==> src/sv/phd_pkg.sv <==
// phd_pkg: shared types and constants for the piezo pad hit detector.
// No dependencies; used by phd_div, phd_pad_mem and piezo_pad_hit_detector.
`default_nettype none
package phd_pkg;

  localparam int SAMPLE_W = 12;
  localparam int VEL_W    = 7;
  localparam int TIME_W   = 32;
  localparam int CFG_MS_W = 16;
  localparam int PAD_W    = 3;
  localparam int KIND_W   = 2;
  localparam int CFG_W    = 16;
  localparam int CFG_IDX_W = 2;
  // (sample - threshold) * 127 fits in 19 bits
  localparam int PROD_W   = SAMPLE_W + VEL_W;

  localparam logic [SAMPLE_W-1:0] ADC_FULL = 12'hFFF;
  localparam logic [VEL_W-1:0]    VEL_MIN  = 7'd1;

  localparam logic [KIND_W-1:0] KIND_NONE    = 2'd0;
  localparam logic [KIND_W-1:0] KIND_HIT     = 2'd1;
  localparam logic [KIND_W-1:0] KIND_RELEASE = 2'd2;

  localparam logic [CFG_IDX_W-1:0] REG_THRESHOLD = 2'd0;
  localparam logic [CFG_IDX_W-1:0] REG_DEBOUNCE  = 2'd1;
  localparam logic [CFG_IDX_W-1:0] REG_TIMEOUT   = 2'd2;

  localparam logic [SAMPLE_W-1:0] THRESHOLD_RST = 12'd50;
  localparam logic [CFG_MS_W-1:0] DEBOUNCE_RST  = 16'd10;
  localparam logic [CFG_MS_W-1:0] TIMEOUT_RST   = 16'd50;

  // per-pad state as held in the pad memory
  typedef struct packed {
    logic              active;
    logic [TIME_W-1:0] hit_time;
    logic [VEL_W-1:0]  vel;
  } pad_entry_t;

  localparam int ENTRY_W = 1 + TIME_W + VEL_W;

endpackage
`default_nettype wire

==> src/sv/piezo_pad_hit_detector.sv <==
// piezo_pad_hit_detector: drum pad hit and release detector, top level.
// Depends on phd_pkg, phd_div and phd_pad_mem.
//
// Use:
//  - Input channel (in_valid/in_ready) takes one item: pad_index, a 12-bit
//    sample and a wrapping millisecond timestamp now_ms.
//  - Output channel (out_valid/out_ready) returns exactly one result item per
//    input item: event_pad, event_kind (none/hit/release), velocity, pad_active.
//  - Config port: cfg_we writes cfg_data into register cfg_index
//    (0 threshold, 1 debounce ms, 2 active timeout ms). Write only when idle.
// Timing:
//  - Items are handled one at a time. No hit: the item passes the read and
//    evaluate step and the finish step, and in_ready comes back with the
//    result. A hit passes through the bit-serial divider between the two (7
//    quotient bits, then an idle check) before the finish step.
//  - in_ready is high in the idle state; a result waiting in the output
//    register does not block the next item until its finish cycle, which then
//    holds until the receiver has taken the earlier result.
// Reset (rst, synchronous): registers return to 50 / 10 / 50, all pads read
// as inactive with zero hit time and velocity (per-entry valid bits), no
// clearing pass needed.
`default_nettype none
module piezo_pad_hit_detector #(
  parameter int NUM_PADS = 6
) (
  input  wire logic                          clk,
  input  wire logic                          rst,
  // input items
  input  wire logic                          in_valid,
  output logic                               in_ready,
  input  wire logic [phd_pkg::PAD_W-1:0]     pad_index,
  input  wire logic [phd_pkg::SAMPLE_W-1:0]  sample,
  input  wire logic [phd_pkg::TIME_W-1:0]    now_ms,
  // result items
  output logic                               out_valid,
  input  wire logic                          out_ready,
  output logic [phd_pkg::PAD_W-1:0]          event_pad,
  output logic [phd_pkg::KIND_W-1:0]         event_kind,
  output logic [phd_pkg::VEL_W-1:0]          velocity,
  output logic                               pad_active,
  // configuration writes
  input  wire logic                          cfg_we,
  input  wire logic [phd_pkg::CFG_IDX_W-1:0] cfg_index,
  input  wire logic [phd_pkg::CFG_W-1:0]     cfg_data
);

  localparam int AW    = (NUM_PADS > 1) ? $clog2(NUM_PADS) : 1;
  // one spare bit so that NUM_PADS itself fits for the range compare
  localparam int EXT_W = ((AW > phd_pkg::PAD_W) ? AW : phd_pkg::PAD_W) + 1;

  localparam logic [1:0] ST_IDLE   = 2'd0;
  localparam logic [1:0] ST_READ   = 2'd1;
  localparam logic [1:0] ST_DIV    = 2'd2;
  localparam logic [1:0] ST_FINISH = 2'd3;

  logic [1:0] state;
  logic [1:0] state_next;

  // configuration registers
  logic [phd_pkg::SAMPLE_W-1:0] hit_threshold;
  logic [phd_pkg::CFG_MS_W-1:0] debounce_ms;
  logic [phd_pkg::CFG_MS_W-1:0] active_timeout_ms;

  always_ff @(posedge clk) begin
    if (rst) begin
      hit_threshold     <= phd_pkg::THRESHOLD_RST;
      debounce_ms       <= phd_pkg::DEBOUNCE_RST;
      active_timeout_ms <= phd_pkg::TIMEOUT_RST;
    end else if (cfg_we) begin
      unique case (cfg_index)
        phd_pkg::REG_THRESHOLD: hit_threshold     <= cfg_data[phd_pkg::SAMPLE_W-1:0];
        phd_pkg::REG_DEBOUNCE:  debounce_ms       <= cfg_data[phd_pkg::CFG_MS_W-1:0];
        phd_pkg::REG_TIMEOUT:   active_timeout_ms <= cfg_data[phd_pkg::CFG_MS_W-1:0];
        default: ;
      endcase
    end
  end

  // latched item
  logic [phd_pkg::PAD_W-1:0]    pad_q;
  logic [phd_pkg::SAMPLE_W-1:0] sample_q;
  logic [phd_pkg::TIME_W-1:0]   now_q;
  logic                         accept;

  assign in_ready = state == ST_IDLE;
  assign accept   = in_valid && in_ready;

  always_ff @(posedge clk) begin
    if (accept) begin
      pad_q    <= pad_index;
      sample_q <= sample;
      now_q    <= now_ms;
    end
  end

  // pad store addressing
  logic [EXT_W-1:0] in_pad_ext;
  logic [EXT_W-1:0] pad_q_ext;
  logic [AW-1:0]    rd_addr;
  logic [AW-1:0]    wr_addr;

  assign in_pad_ext = EXT_W'(pad_index);
  assign pad_q_ext  = EXT_W'(pad_q);
  assign rd_addr    = in_pad_ext[AW-1:0];
  assign wr_addr    = pad_q_ext[AW-1:0];

  phd_pkg::pad_entry_t rd_entry;
  phd_pkg::pad_entry_t wr_entry;
  logic                wr_en;

  phd_pad_mem #(
    .NUM_PADS (NUM_PADS),
    .AW       (AW)
  ) u_mem (
    .clk     (clk),
    .rst     (rst),
    .rd_en   (accept),
    .rd_addr (rd_addr),
    .rd_data (rd_entry),
    .wr_en   (wr_en),
    .wr_addr (wr_addr),
    .wr_data (wr_entry)
  );

  // evaluation in the read cycle
  logic                       in_range;
  logic [phd_pkg::TIME_W-1:0] elapsed;
  logic                       hit;
  logic [phd_pkg::SAMPLE_W-1:0] diff;
  logic [phd_pkg::PROD_W-1:0] dividend;
  logic [phd_pkg::SAMPLE_W-1:0] span;

  assign in_range = pad_q_ext < EXT_W'(NUM_PADS);
  assign elapsed  = now_q - rd_entry.hit_time;
  assign hit      = in_range && !rd_entry.active && (sample_q > hit_threshold) &&
                    (elapsed >= phd_pkg::TIME_W'(debounce_ms));
  assign diff     = sample_q - hit_threshold;
  // diff * 127 as diff * 128 - diff
  assign dividend = {diff, {phd_pkg::VEL_W{1'b0}}} - phd_pkg::PROD_W'(diff);
  assign span     = phd_pkg::ADC_FULL - hit_threshold;

  logic                       div_start;
  logic                       div_busy;
  logic [phd_pkg::VEL_W-1:0]  quotient;

  assign div_start = (state == ST_READ) && hit;

  phd_div u_div (
    .clk      (clk),
    .rst      (rst),
    .start    (div_start),
    .dividend (dividend),
    .divisor  (span),
    .busy     (div_busy),
    .quotient (quotient)
  );

  // values held from the read cycle to the finish cycle
  phd_pkg::pad_entry_t        entry_q;
  logic                       in_range_q;
  logic                       hit_q;
  logic [phd_pkg::TIME_W-1:0] elapsed_q;

  always_ff @(posedge clk) begin
    if (state == ST_READ) begin
      entry_q    <= rd_entry;
      in_range_q <= in_range;
      hit_q      <= hit;
      elapsed_q  <= elapsed;
    end
  end

  // finish: release check, store update, result
  logic                       release_now;
  logic [phd_pkg::VEL_W-1:0]  hit_vel;
  logic                       active_new;
  logic                       finish;
  logic [phd_pkg::KIND_W-1:0] kind_new;
  logic [phd_pkg::VEL_W-1:0]  vel_new;

  assign hit_vel = (quotient == '0) ? phd_pkg::VEL_MIN : quotient;
  // a fresh hit has zero elapsed time, so it releases only on a zero timeout
  assign release_now = hit_q ? (active_timeout_ms == '0) :
                       (entry_q.active && (elapsed_q >= phd_pkg::TIME_W'(active_timeout_ms)));
  assign active_new  = (entry_q.active || hit_q) && !release_now;
  assign finish      = (state == ST_FINISH) && !(out_valid && !out_ready);

  always_comb begin
    wr_entry = entry_q;
    if (hit_q) begin
      wr_entry.hit_time = now_q;
      wr_entry.vel      = hit_vel;
    end
    if (release_now) begin
      wr_entry.vel = '0;
    end
    wr_entry.active = active_new;

    if (!in_range_q) begin
      kind_new = phd_pkg::KIND_NONE;
      vel_new  = '0;
    end else if (hit_q) begin
      kind_new = phd_pkg::KIND_HIT;
      vel_new  = hit_vel;
    end else if (release_now) begin
      kind_new = phd_pkg::KIND_RELEASE;
      vel_new  = '0;
    end else begin
      kind_new = phd_pkg::KIND_NONE;
      vel_new  = entry_q.vel;
    end
  end

  assign wr_en = finish && in_range_q;

  // output register
  always_ff @(posedge clk) begin
    if (rst) begin
      out_valid <= 1'b0;
    end else if (finish) begin
      out_valid <= 1'b1;
    end else if (out_ready) begin
      out_valid <= 1'b0;
    end
  end

  always_ff @(posedge clk) begin
    if (finish) begin
      event_pad  <= pad_q;
      event_kind <= kind_new;
      velocity   <= vel_new;
      pad_active <= in_range_q && active_new;
    end
  end

  // sequencer
  always_comb begin
    state_next = state;
    unique case (state)
      ST_IDLE:   if (accept) state_next = ST_READ;
      ST_READ:   state_next = hit ? ST_DIV : ST_FINISH;
      ST_DIV:    if (!div_busy) state_next = ST_FINISH;
      ST_FINISH: if (finish) state_next = ST_IDLE;
      default:   state_next = ST_IDLE;
    endcase
  end

  always_ff @(posedge clk) begin
    if (rst) begin
      state <= ST_IDLE;
    end else begin
      state <= state_next;
    end
  end

  // checks
  a_accept_reads: assert property (@(posedge clk) disable iff (rst)
    accept |=> state == ST_READ)
    else $error("accepted item did not move to pad read");

  a_hit_has_vel: assert property (@(posedge clk) disable iff (rst)
    (out_valid && event_kind == phd_pkg::KIND_HIT) |-> velocity != '0)
    else $error("hit result with zero velocity");

  a_active_has_vel: assert property (@(posedge clk) disable iff (rst)
    (out_valid && pad_active) |-> velocity != '0)
    else $error("active pad reported with zero velocity");

  a_result_from_finish: assert property (@(posedge clk) disable iff (rst)
    $rose(out_valid) |-> $past(state) == ST_FINISH)
    else $error("result raised outside the finish step");

endmodule
`default_nettype wire

==> src/sv/phd_div.sv <==
// phd_div: restoring divider, one quotient bit per cycle, 7-bit quotient.
// Depends on phd_pkg. Dividend must be below 128 * divisor.
`default_nettype none
module phd_div (
  input  wire logic                         clk,
  input  wire logic                         rst,
  input  wire logic                         start,
  input  wire logic [phd_pkg::PROD_W-1:0]   dividend,
  input  wire logic [phd_pkg::SAMPLE_W-1:0] divisor,
  output logic                              busy,
  output logic [phd_pkg::VEL_W-1:0]         quotient
);

  localparam int CNT_W = $clog2(phd_pkg::VEL_W + 1);

  logic [phd_pkg::PROD_W-1:0] rem;
  logic [phd_pkg::PROD_W-1:0] dsh;
  logic [CNT_W-1:0]           cnt;
  logic                       ge;

  assign ge   = rem >= dsh;
  assign busy = cnt != '0;

  always_ff @(posedge clk) begin
    if (rst) begin
      cnt <= '0;
    end else if (start) begin
      cnt <= CNT_W'(phd_pkg::VEL_W);
    end else if (busy) begin
      cnt <= cnt - CNT_W'(1);
    end
  end

  always_ff @(posedge clk) begin
    if (start) begin
      rem      <= dividend;
      // divisor aligned to the top quotient bit
      dsh      <= phd_pkg::PROD_W'(divisor) << (phd_pkg::VEL_W - 1);
      quotient <= '0;
    end else if (busy) begin
      if (ge) begin
        rem <= rem - dsh;
      end
      dsh      <= dsh >> 1;
      quotient <= {quotient[phd_pkg::VEL_W-2:0], ge};
    end
  end

endmodule
`default_nettype wire

==> src/sv/phd_pad_mem.sv <==
// phd_pad_mem: per-pad state store, one write and one registered read port.
// Depends on phd_pkg. Entries never written read as all zero via valid bits.
`default_nettype none
module phd_pad_mem #(
  parameter int NUM_PADS = 6,
  parameter int AW       = 3
) (
  input  wire logic                clk,
  input  wire logic                rst,
  input  wire logic                rd_en,
  input  wire logic [AW-1:0]       rd_addr,
  output phd_pkg::pad_entry_t      rd_data,
  input  wire logic                wr_en,
  input  wire logic [AW-1:0]       wr_addr,
  input  wire phd_pkg::pad_entry_t wr_data
);

  phd_pkg::pad_entry_t mem [NUM_PADS];
  logic [NUM_PADS-1:0] valid;
  phd_pkg::pad_entry_t rd_q;
  logic                rd_valid;

  always_ff @(posedge clk) begin
    if (wr_en) begin
      mem[wr_addr] <= wr_data;
    end
    if (rd_en) begin
      rd_q <= mem[rd_addr];
    end
  end

  always_ff @(posedge clk) begin
    if (rst) begin
      valid    <= '0;
      rd_valid <= 1'b0;
    end else begin
      if (wr_en) begin
        valid[wr_addr] <= 1'b1;
      end
      if (rd_en) begin
        rd_valid <= valid[rd_addr];
      end
    end
  end

  assign rd_data = rd_valid ? rd_q : '0;

endmodule
`default_nettype wire
==> config.mk <==
export PLATFORM = sky130hd
export DESIGN_NAME = piezo_pad_hit_detector
export DESIGN_NICKNAME = d
export VERILOG_FILES = /design/src/sv/phd_pkg.sv /design/src/sv/piezo_pad_hit_detector.sv /design/src/sv/phd_div.sv /design/src/sv/phd_pad_mem.sv
export SDC_FILE = /design/constraint.sdc
export NUM_CORES = 1
export LEC_CHECK = 0
export ABC_AREA = 1
export BUFFER_PORTS_ARGS = -buffer_cell sky130_fd_sc_hd__buf_4
export CAP_MARGIN = 15
export CORE_ASPECT_RATIO = 0.75
export CORE_MARGIN = 5
export CORE_UTILIZATION = 63
export DETAILED_ROUTE_END_ITERATION = 8
export PLACE_DENSITY = 0.81
export SETUP_SLACK_MARGIN = 0.1
export SYNTH_ARGS = -nofsm -noshare
export SYNTH_HDL_FRONTEND = slang
export SYNTH_HIERARCHICAL = 1
export SYNTH_SLANG_ARGS = --single-unit
==> constraint.sdc <==
create_clock -name clk -period 5.6 [get_ports clk]
set_input_delay 0.28 -clock clk [delete_from_list [all_inputs] [get_ports clk]]
set_output_delay 0.28 -clock clk [all_outputs]
set_load 0.1 [all_outputs]
## After elaboration in Yosys (flattened, before gate mapping)

Memory sizes are Yosys's and may differ from the RTL's. A register that Yosys moved wholly into a read port is not among the register bits.
Index checks and enable logic that the tools add are counted.
W data, S select, Z words.

- Register bits: 235
- Bits in writable memories: 240
- Input bits: 70
- Output and inout port bits: 15
- Memories: 1

Memories:

| memory | depth | bits a word | read ports | clocked after Yosys merged registers in | wr ports | RTL line | text |
|---|---|---|---|---|---|---|---|
| u_mem.mem | 6 | 40 | 1 | 1 | 1 | phd_pad_mem.sv:18 | `phd_pkg::pad_entry_t mem [NUM_PADS];` |

- Add/subtract/negate cells: 6
- Order comparisons: 8
- Eq/ne operators: 8
- Multiplexer cells: 29
- Bitwise gates (word level): 2
- Reduce and logical (&&, ||, !) cells: 31

Operator list:

| cell | count |
|---|---|
| $ge A32 B16 Y1 | 2 |
| $mux W19 | 3 |
| $mux W40 | 1 |
| $mux W39 | 1 |
| $mux W18 | 2 |
| $sub A32 B32 Y32 | 1 |
| $mux W7 | 4 |
| $ge A19 B18 Y1 | 1 |
| $sub A19 B12 Y19 | 1 |
| $sub A19 B18 Y19 | 1 |
| $logic_not A16 Y1 | 1 |
| $gt A12 B12 Y1 | 1 |
| $logic_and A1 B1 Y1 | 12 |
| $sub A12 B12 Y12 | 1 |
| $sub A12 B12 Y12 const A | 1 |
| $mux W1 | 9 |
| $lt A3 B4 Y1 const B | 2 |
| $mux W2 | 4 |
| $pmux W2 S4 | 1 |
| $reduce_and A2 Y1 | 4 |
| $logic_not A7 Y1 | 1 |
| $eq A2 B2 Y1 const B | 3 |
| $mux W3 | 2 |
| $or A6 B6 Y6 | 1 |
| 16 further kinds | 24 |

## Longest topological paths before layout

Gate-level depths: netlist (run 1).

- Depth in word-level cells: 8
- Depth in mapped cells: 33
- Mapped depth without buffers: 30

## By module

The synthesis (run 1) kept the hierarchy.

Modules (own cells, without submodules):

| module | instances | cells an instance | area an instance (µm²) | sequential area each (µm²) |
|---|---|---|---|---|
| phd_pad_mem | 1 | 868 | 11464.7 | 8548.2 |
| piezo_pad_hit_detector | 1 | 1378 | 10963.0 | 4964.8 |
| phd_div | 1 | 419 | 3089.2 | 1251.2 |

## Least setup slack after synthesis (run 1)

OpenSTA, ideal clock, no wires.

- Path kind: register to register
- Start: register u_mem.rd_valid
- End: register u_div/rem[0] (netlist bit) (enable)
- Setup time: 443 ps
- Arrival: 3797 ps
- Required time: 5157 ps
- Path slack: 1360 ps
- Cell stages (with the launch flop): 32
- Buffers on the path: 3
- Period minus slack after synthesis: 4240 ps
- Cells stage by stage: dfxtp_1 -> clkbuf_1 -> clkbuf_1 -> nand2_1 -> inv_1 -> inv_1 -> ha_1 -> nand2_1 -> nand2_1 -> inv_1 -> nand2_2 -> nand2_1 -> nand2_1 -> nand2_1 -> nand2_1 -> xor2_1 -> ha_1 -> a21oi_1 -> nor2_1 -> a211oi_1 -> inv_1 -> nor2_1 -> nand2_1 -> nor2_1 -> nand2_1 -> nor2_1 -> nand2_1 -> nand2_2 -> nor2_1 -> inv_1 -> clkbuf_4 -> nand3_1

RTL lines:

| element | RTL line | text |
|---|---|---|
| from (decl) | phd_pad_mem.sv:21 | `logic rd_valid;` |
| from (signal assigned) | phd_pad_mem.sv:41 | `rd_valid <= valid[rd_addr];` |
| to (signal assigned) | phd_div.sv:36 | `rem <= dividend;` |
| to (signal assigned) | phd_div.sv:42 | `rem <= rem - dsh;` |
| to (decl) | phd_div.sv:16 | `logic [phd_pkg::PROD_W-1:0] rem;` |

==> summary by stage, run 1 <==
Route
The antenna violation net count after detailed routing is 0. For this run, design rule violations remaining after detail routing come to 0. The detailed-route wire length is 67200 um.

Before antenna repair, the detailed router went through 6 iterations. The wire length per cell after detailed routing is 20.0 um. The via density per instance is 5.72. The routed layout has 19200 vias. After the first detailed-routing iteration, the DRC count stood at 2147.

Clock tree
Counting the buffers created by CTS gives 49. The H-tree generated during clock tree synthesis spans 2 levels. The clock reaches the later pin of the worst-skew pair after 0.59 ns. In this run the clock root is driven by a sky130_fd_sc_hd__clkbuf_16.

Clock tree synthesis found a total of 515 sinks. The number of setup buffers added after CTS is 0. TritonCTS built the clock tree. No sink is reached through more buffers than the 3 on the longest clock path. After clock tree synthesis, the clock-pin slew on the worst setup and hold paths is 0.06 ns. Once the clock tree was built, the resizer swapped 0 gates to a different size.

Global routing
The initial antenna violation count was 3. The first global-routing pass estimated 104000 um of wire. The number of global-route vias before repair is 18800.

The pin count of the biggest net entering global routing is 80. The total overflow left after global routing is 0. The total global-route track usage is 29.6%.

STA
The final critical delay including setup and external delays is 5.00 ns. Setup violations remaining at the end of the flow were counted as 0. Timing would allow up to 200 MHz. The worst-margin pin slew is 1.07 ns. The count of final hold-check violations is 0. The final sum of negative setup slack is 0 ns. Setup repair after global routing left no endpoint under its margin. The normalized max-slew margin is 28.6%. The max-slew violation count came to 0. Across the routed clock network, the largest skew measured is 0.0216 ns.

Of the available clock period, the critical path in the final layout requires 89.2%.

Power and ir drop
The worst ir drop on vdd is 320 uV. In this run the power spent charging and discharging nets is 0.00571 W. The switching power as a share of total power is 39.2%. The part of the total power dissipated in sequential elements is 38.8%. The internal power is 0.00886 W.

The fraction of power consumed by combinational cells is 38.1%. Dividing total power by cell area gives a power density of 508 nW/um^2. The fraction of power consumed by the clock network is 23.0%. For this design the static power due to leakage is 12.2 nW.

Synthesis
The net count after synthesis is 2843. The number of storage elements in the synthesis netlist is 515. The number of synthesized flops with an enable pin is 445.

The number of instances in the synthesized netlist is 2665. A synthesized cell averages 9.57 sq um. The Yosys step of the flow raised 6 warnings. The flip-flop cell with the highest count after synthesis is sky130_fd_sc_hd__edfxtp_1.

The fraction of registers with async set or reset after synthesis is 0%. The area of the mapped netlist is 25500 sq um. The unique cell type count in the Yosys netlist is 47. The fraction of the yosys area taken by sequential cells is 57.9%.

Die
Row generation in the floorplan step produced 63 rows. The height of the die is 184 um. The boundary pin count is 85. The effective utilization at floorplan is 64.1%. The overall die width is 242 um. The die outline area is 44700 sq um. The core region is 39800 sq um.

Critical path
The type of destination of the critical path is a register. The critical path arrival is 5.46 ns. The master of the slowest instance on the critical path is sky130_fd_sc_hd__dfxtp_1. The worst setup path is launched from a register.

The maximum fanout encountered on the critical timing path is 17. The most numerous cell on the critical path is sky130_fd_sc_hd__nand2_1. The required time of the critical path is 6.07 ns. On the worst path, the slowest cell contributes a delay of 0.68 ns. The type of the worst setup path is register to register.

Layout
The total non-filler cell area in the finished layout is 28700 sq um. The finished layout holds 3355 standard cells, fillers aside. The relative area change from synthesis to final layout is 12.5%.

The number of nets in the final layout is 2975. The layout cell share with drive strength beyond 1 is 11.6%. The number of filler instances in the final layout is 2785.

Placed design
The congestion estimate from routability-driven global placement came to 0.939. The detailed placement HPWL is 43800 um. Counting tap cells, the placed design contains a total of 3211 instances.

The number of buffer cells added on primary ports is 84. In this run the cell area measured after placement is 26500 sq um.

Flow run
Across the run, the number of max-cap violations was 0.

Min path
The min-delay analysis places its worst path in the category input pin to register.

Status
The flow ran to the end, and the final reports show no timing, DRC or antenna violations.
==> power groups by stage <==
| stage | logic [W] | clock network [W] | registers (W) |
|---|---|---|---|
| 2_1_floorplan | 0.00377 | 0 | 0.00570 |
| 5_1_grt | 0.00614 | 0.00355 | 0.00570 |
| 3_3_place_gp | 0.00515 | 0 | 0.00569 |
| 3_5_place_dp | 0.00533 | 0 | 0.00571 |
| 4_1_cts | 0.00542 | 0.00338 | 0.00564 |
| 6_report | 0.00556 | 0.00336 | 0.00566 |
==> worst max-delay path, delay by kind of cell, from the launching register on <==
family,cells,cell delay (ns)
fa+ha+maj,2,0.67
compound gates,2,0.33
buf+inv,5,0.75
flops,1,0.68
simple gates,18,2.17
xor+xnor,1,0.28
==> flip-flops by register name, indices dropped and copies added, names as in the netlist, 12 cells and up <==
register,count
u_mem/mem,240
entry_q,40
u_mem/rd_q,40
elapsed_q,32
now_q,32
u_div/rem,19
u_div/dsh,18
active_timeout_ms,16
debounce_ms,16
hit_threshold,12
sample_q,12
==> per-stage QoR <==
step,worst slack [ns],hold WS (ns),power [W],util (%)
after global placement,1.06,0.444,0.0108,66.7
after CTS,0.694,0.000503,0.0144,72.1
final,0.605,0.0255,0.0146,72.1
after global routing,0.167,0.0295,0.0154,72.1
after detailed placement,0.719,0.456,0.0110,66.7
after floorplan,1.36,0.349,0.00947,-
==> Yosys cell counts (20+ instances only) <==
cell type	n	area, sq um
sky130_fd_sc_hd__o21ai_2	20	175
sky130_fd_sc_hd__nand3_1	146	731
sky130_fd_sc_hd__edfxtp_1	445	13400
sky130_fd_sc_hd__clkbuf_1	34	128
sky130_fd_sc_hd__buf_2	22	110
sky130_fd_sc_hd__nand2_2	39	244
sky130_fd_sc_hd__nor2_1	175	657
sky130_fd_sc_hd__nand3_2	44	440
sky130_fd_sc_hd__nand2_1	769	2890
sky130_fd_sc_hd__o21ai_0	116	581
sky130_fd_sc_hd__o21ai_1	27	135
sky130_fd_sc_hd__dfxtp_1	70	1400
sky130_fd_sc_hd__a21oi_1	107	536
sky130_fd_sc_hd__inv_1	354	1330
sky130_fd_sc_hd__ha_1	105	1310
sky130_fd_sc_hd__xor2_1	33	289
==> kinds of logic (layout without fill, tap and decap cells) <==
group,Yosys count,in the layout,synth area share (%)
fa+ha+maj,108,108,5.38
other cells,0,2,0
flops,515,515,57.9
compound gates,301,301,6.55
xor+xnor,43,43,1.55
buf+inv,449,617,7.19
simple gates,1249,1249,21.5
==> cells in the final DEF (no fill, tap or decap), types with 52 or more instances in the layout <==
master	Yosys	routed
sky130_fd_sc_hd__a21oi_1	107	107
sky130_fd_sc_hd__edfxtp_1	445	445
sky130_fd_sc_hd__inv_1	354	351
sky130_fd_sc_hd__nand2_1	769	769
sky130_fd_sc_hd__dlygate4sd3_1	0	55
sky130_fd_sc_hd__ha_1	105	104
sky130_fd_sc_hd__nor2_1	175	173
sky130_fd_sc_hd__buf_4	7	104
sky130_fd_sc_hd__clkbuf_16	0	52
sky130_fd_sc_hd__dfxtp_1	70	70
sky130_fd_sc_hd__nand3_1	146	146
sky130_fd_sc_hd__o21ai_0	116	116
==> final timing paths <==
kind	slack (ns)	cells past startpoint	start	end
worst max-delay path	0.60	28	u_mem/rd_valid	u_div/cnt[1]
worst min-delay path	0.03	3	cfg_data[6]	active_timeout_ms[6]
worst max register to register	0.60	28	u_mem/rd_valid	u_div/cnt[1]
worst min register to register	0.47	2	u_mem/valid[1]	u_mem/valid[1]
==> layout make-up <==
cell class              instances  area (sq um)  share of cell area, %
flip-flops and latches        515         14800                   51.4
multi-input cells            1701          8940                   31.2
inverters                     371          1400                   4.87
clock buffers                  60          1340                   4.67
repair buffers                159          1330                   4.64
well taps                     520           651                   2.27
clock inverters                27           270                  0.942
diodes                          2          5.00                 0.0174
==> per-layer routing <==
| metal | vias to the layer above | global-route usage, % | share of wire, % |
|---|---|---|---|
| met5 | - | 0 | 0 |
| met4 | 0 | 8.44 | 2.6 |
| met3 | 118 | 5.55 | 10 |
| met2 | 953 | 46.7 | 45 |
| met1 | 9067 | 42.7 | 42 |
| li1 | 9063 | - | - |
==> repair_timing <==
item	CTS	global route
hold buffers	55	0
hold endpoints to repair	65	0
endpoints found under the setup margin	0	0
(Power assumes the default switching activity.)
==> run 2: changes to the inputs <==
- CORE_ASPECT_RATIO: 0.75 -> unset
- clock period: 5.6 -> 5.7 ns (I/O delays scaled with it)
==> run 2 against run 1 <==
  * Global-route usage decreased by 1.2 points
  * Maximum frequency increased by 0.51%
  * First-iteration DRC count shrank 9.1%
  * Register-to-register slack improved by 0.13 ns
  * Core utilization grew 0.22 points
  * Total power fell by 2.0%
  * Critical endpoint is now u_div/dsh[3]
  * Largest cell class unchanged
  * Highest routed layer unchanged
==> summary by stage, run 2 (synthesized netlist as in run 1, its figures left out) <==
Status
The run finished with clean final reports.

Critical path
The worst setup path is launched from a register. The worst setup path is captured at a register. The origin of the critical flop-to-flop path is u_mem/rd_valid.

The critical path arrival is 5.50 ns (+0.04 ns). The required time of the critical path is 6.23 ns (+0.16 ns). The endpoint of the worst-slack reg-to-reg timing path is u_div/dsh[3]. The critical path depth in cells is 31 (+11%). The critical path buffer and inverter count is 9 (+4).

The register-to-register setup slack came to 0.73 ns (+0.13 ns). The most numerous cell on the critical path is sky130_fd_sc_hd__nand2_1. The master of the slowest instance on the critical path is sky130_fd_sc_hd__dfxtp_2. The maximum fanout encountered on the critical timing path is 24 (+7).

The type of the worst setup path is register to register. The maximum cell stage delay along the critical path is 0.52 ns (-0.16 ns). The worst-case reg-to-reg path depth came to 31 (+11%).

Broken down by cell family, the worst path's largest delay share belongs to buffers and inverters. The launch point of the critical path is u_mem/rd_valid.

Die
The number of standard-cell rows in the floorplan is 73 (+16%). The overall die width came to 211 um (-13%). The boundary pin count was 85 (unchanged). The core outline area is 39900 sq um (+0.27%).

The effective utilization at floorplan is 63.9% (-0.17 points). The height of the die is 211 um (+15%). The die outline area is 44600 sq um (about the same).

Clock tree
The TritonCTS clock tree is built. The number of buffers on the longest clock path is 3 (unchanged). The clock-pin slew reported for the worst setup and hold paths after clock tree synthesis was 0.06 ns (about the same). The cell sitting at the root of the clock tree is a sky130_fd_sc_hd__clkbuf_16. The clock sink count was 515 (unchanged). The clock buffer count from CTS is 51 (+4.1%). The insertion delay to the later sink of the worst-skew pair is 0.62 ns (+0.03 ns). The H-tree level count is 2 (unchanged).

STA
The setup violation total in the final timing report is 0 (unchanged). The normalized max-slew margin is 27.8% (-0.79 points). Setup repair after global routing left no endpoint under its margin.

The share of the clock period used by the worst path was 87.2% (-2.0 points). The max-slew violation count was 0 (unchanged). The count of final hold-check violations came to 0 (unchanged).

The setup skew after layout is 0.0281 ns (+0.00646 ns). The final critical delay including setup and external delays is 4.97 ns (-0.0252 ns). The peak clock frequency supported by timing was 201 MHz (+0.51%).

The worst-margin pin slew is 1.08 ns (+0.00522 ns). The final sum of negative setup slack is 0 ns (unchanged).

Placed design
The detailed placement HPWL came to 42400 um (-3.3%). The number of buffer cells added on primary ports is 84 (unchanged). The number of placed instances, taps included is 3213 (+0.062%).

The final weighted congestion in routability-driven placement is 0.912 (-2.9%).

Layout
The layout cell share with drive strength beyond 1 was 11.7% (+0.052 points). The flip-flop count of the largest register, all copies and words added is 240 (unchanged). In the layout the commonest cells are 769 x sky130_fd_sc_hd__nand2_1, 445 x sky130_fd_sc_hd__edfxtp_1, 352 x sky130_fd_sc_hd__inv_1, 173 x sky130_fd_sc_hd__nor2_1, 146 x sky130_fd_sc_hd__nand3_1. The number of nets in the final layout is 2982 (+0.24%). The largest register by flop count is u_mem/mem.

The relative area change from synthesis to final layout is 13.1%. The number of standard cells in the final layout excluding fillers is 3371 (+0.48%). In the final layout, the registers with the most flip-flops are u_mem/mem x240, entry_q x40, u_mem/rd_q x40. The number of filler instances in the final layout was 2781 (-0.14%). Leaving out fill and tap cells, the most frequent cell in the layout is sky130_fd_sc_hd__nand2_1. The number of antenna diodes is 0 (-2).

Power and ir drop
The total leakage power came to 12.3 nW (+0.72%). The part of the total power dissipated in sequential elements was 38.8% (about the same). The worst ir drop on vdd is 316 uV (-1.2%). The net switching power is 0.00545 W (-4.6%).

The power per standard cell area is 495 nW/um^2 (-2.6%). The fraction of power consumed by the clock network came to 23.9% (+0.9 points). The fraction of power consumed by combinational cells came to 37.2% (-0.9 points).

The switching power as a share of total power is 38.2% (-1.0 points). The internal power is 0.00883 W (-0.33%).

Global routing
The first-pass GRT wire length is 99700 um (-3.7%). The pin count of the biggest net entering global routing is 77 (-3.8%). The initial antenna violation count is 0 (-3). The total global-route track usage is 28.4% (-1.2 points). The number of global-route vias before repair came to 18600 (-0.67%). The global route total overflow is 0 (unchanged).

Min path
The instance count along the most critical hold path is 3 (unchanged). The startpoint of the tightest hold check path is cfg_index[0]. The path class of the tightest hold or removal check is input pin to register. For hold timing, the worst endpoint is hit_threshold[5].

Route
The antenna violation net count after detailed routing is 0 (unchanged). The number of remaining DRC errors is 0 (unchanged). The total via count in the routed design was 18900 (-1.8%).

The number of optimization iterations in the first detailed-route pass is 6 (unchanged). The detailed-route wire length is 63800 um (-5.0%). The wire length per cell after detailed routing is 18.9 um (-5.4%). The violation count after the first detailed-routing iteration is 1952 (-9.1%).

The via density per instance came to 5.60 (-2.2%).

Flow run
The number of maximum-capacitance constraint violations is 0 (unchanged).
## run 2: cell count changes in the layout (fill, tap and decap cells not counted), sizes merged, moves of 3 or more
cell and delta:
buf -3, bufinv +3, clkinv +5, dlygate4sd3 +8
## run 2: tightest hold or removal path, stage by stage
cell and delay, ns:
sky130_fd_sc_hd__buf_4 0.09, sky130_fd_sc_hd__nor2_1 0.10, sky130_fd_sc_hd__o211ai_1 0.16
## run 2: area by class of cell
type                    instances  area, sq um  area share, %
flip-flops and latches        515        14800           51.2
multi-input cells            1701         8940           31.0
inverters                     371         1400           4.84
repair buffers                164         1390           4.81
clock buffers                  62         1330           4.60
well taps                     525          657           2.28
clock inverters                33          389           1.35
## run 2: per-stage QoR
| step | cell area, sq um | setup WS (ns) | utilization, % | total power [W] | hold WS (ns) |
|---|---|---|---|---|---|
| 2_1_floorplan | 25500 | 1.46 | - | 0.00930 | 0.354 |
| 3_3_place_gp | 26500 | 0.855 | 66.4 | 0.0106 | 0.444 |
| 3_5_place_dp | 26500 | 0.650 | 66.4 | 0.0108 | 0.454 |
| 4_1_cts | 28900 | 0.581 | 72.3 | 0.0142 | 0.0465 |
| 5_1_grt | 28900 | 0.293 | 72.3 | 0.0152 | 0.0976 |
| 6_report | 28900 | 0.730 | 72.3 | 0.0143 | 0.0774 |
## run 2: timing repair
| item | in CTS | in global routing |
|---|---|---|
| hold buffers | 63 | 0 |
| setup endpoints to repair | 0 | 11 |
| gates resized for setup | 0 | 1 |
| buffers inserted | 0 | 0 |
| hold endpoints to repair | 88 | 0 |
## run 2: per-layer routing
layer / up-vias / GRT usage (%) / wire [um]
li1: 9063 / - / -
met4: 0 / 9.28 / 1850
met2: 812 / 46.2 / 30200
met3: 135 / 4.99 / 5720
met5: - / 0 / 0
met1: 8852 / 39.4 / 26100
## run 2: worst max path at each step
stage	end	slack, ns
5_1_grt	u_div/dsh[1]	0.29
2_1_floorplan	u_div/rem[0]	1.46
4_1_cts	u_div/dsh[3]	0.58
3_3_place_gp	u_div/dsh[5]	0.86
6_report	u_div/dsh[3]	0.73
3_5_place_dp	u_div/dsh[3]	0.65
## run 2: power by group through the flow
| stage | sequential (W) | clock (W) | combinational, W |
|---|---|---|---|
| 2_1_floorplan | 0.00560 | 0 | 0.00371 |
| 3_3_place_gp | 0.00559 | 0 | 0.00500 |
| 3_5_place_dp | 0.00560 | 0 | 0.00516 |
| 4_1_cts | 0.00553 | 0.00345 | 0.00523 |
| 5_1_grt | 0.00559 | 0.00362 | 0.00596 |
| 6_report | 0.00555 | 0.00342 | 0.00532 |
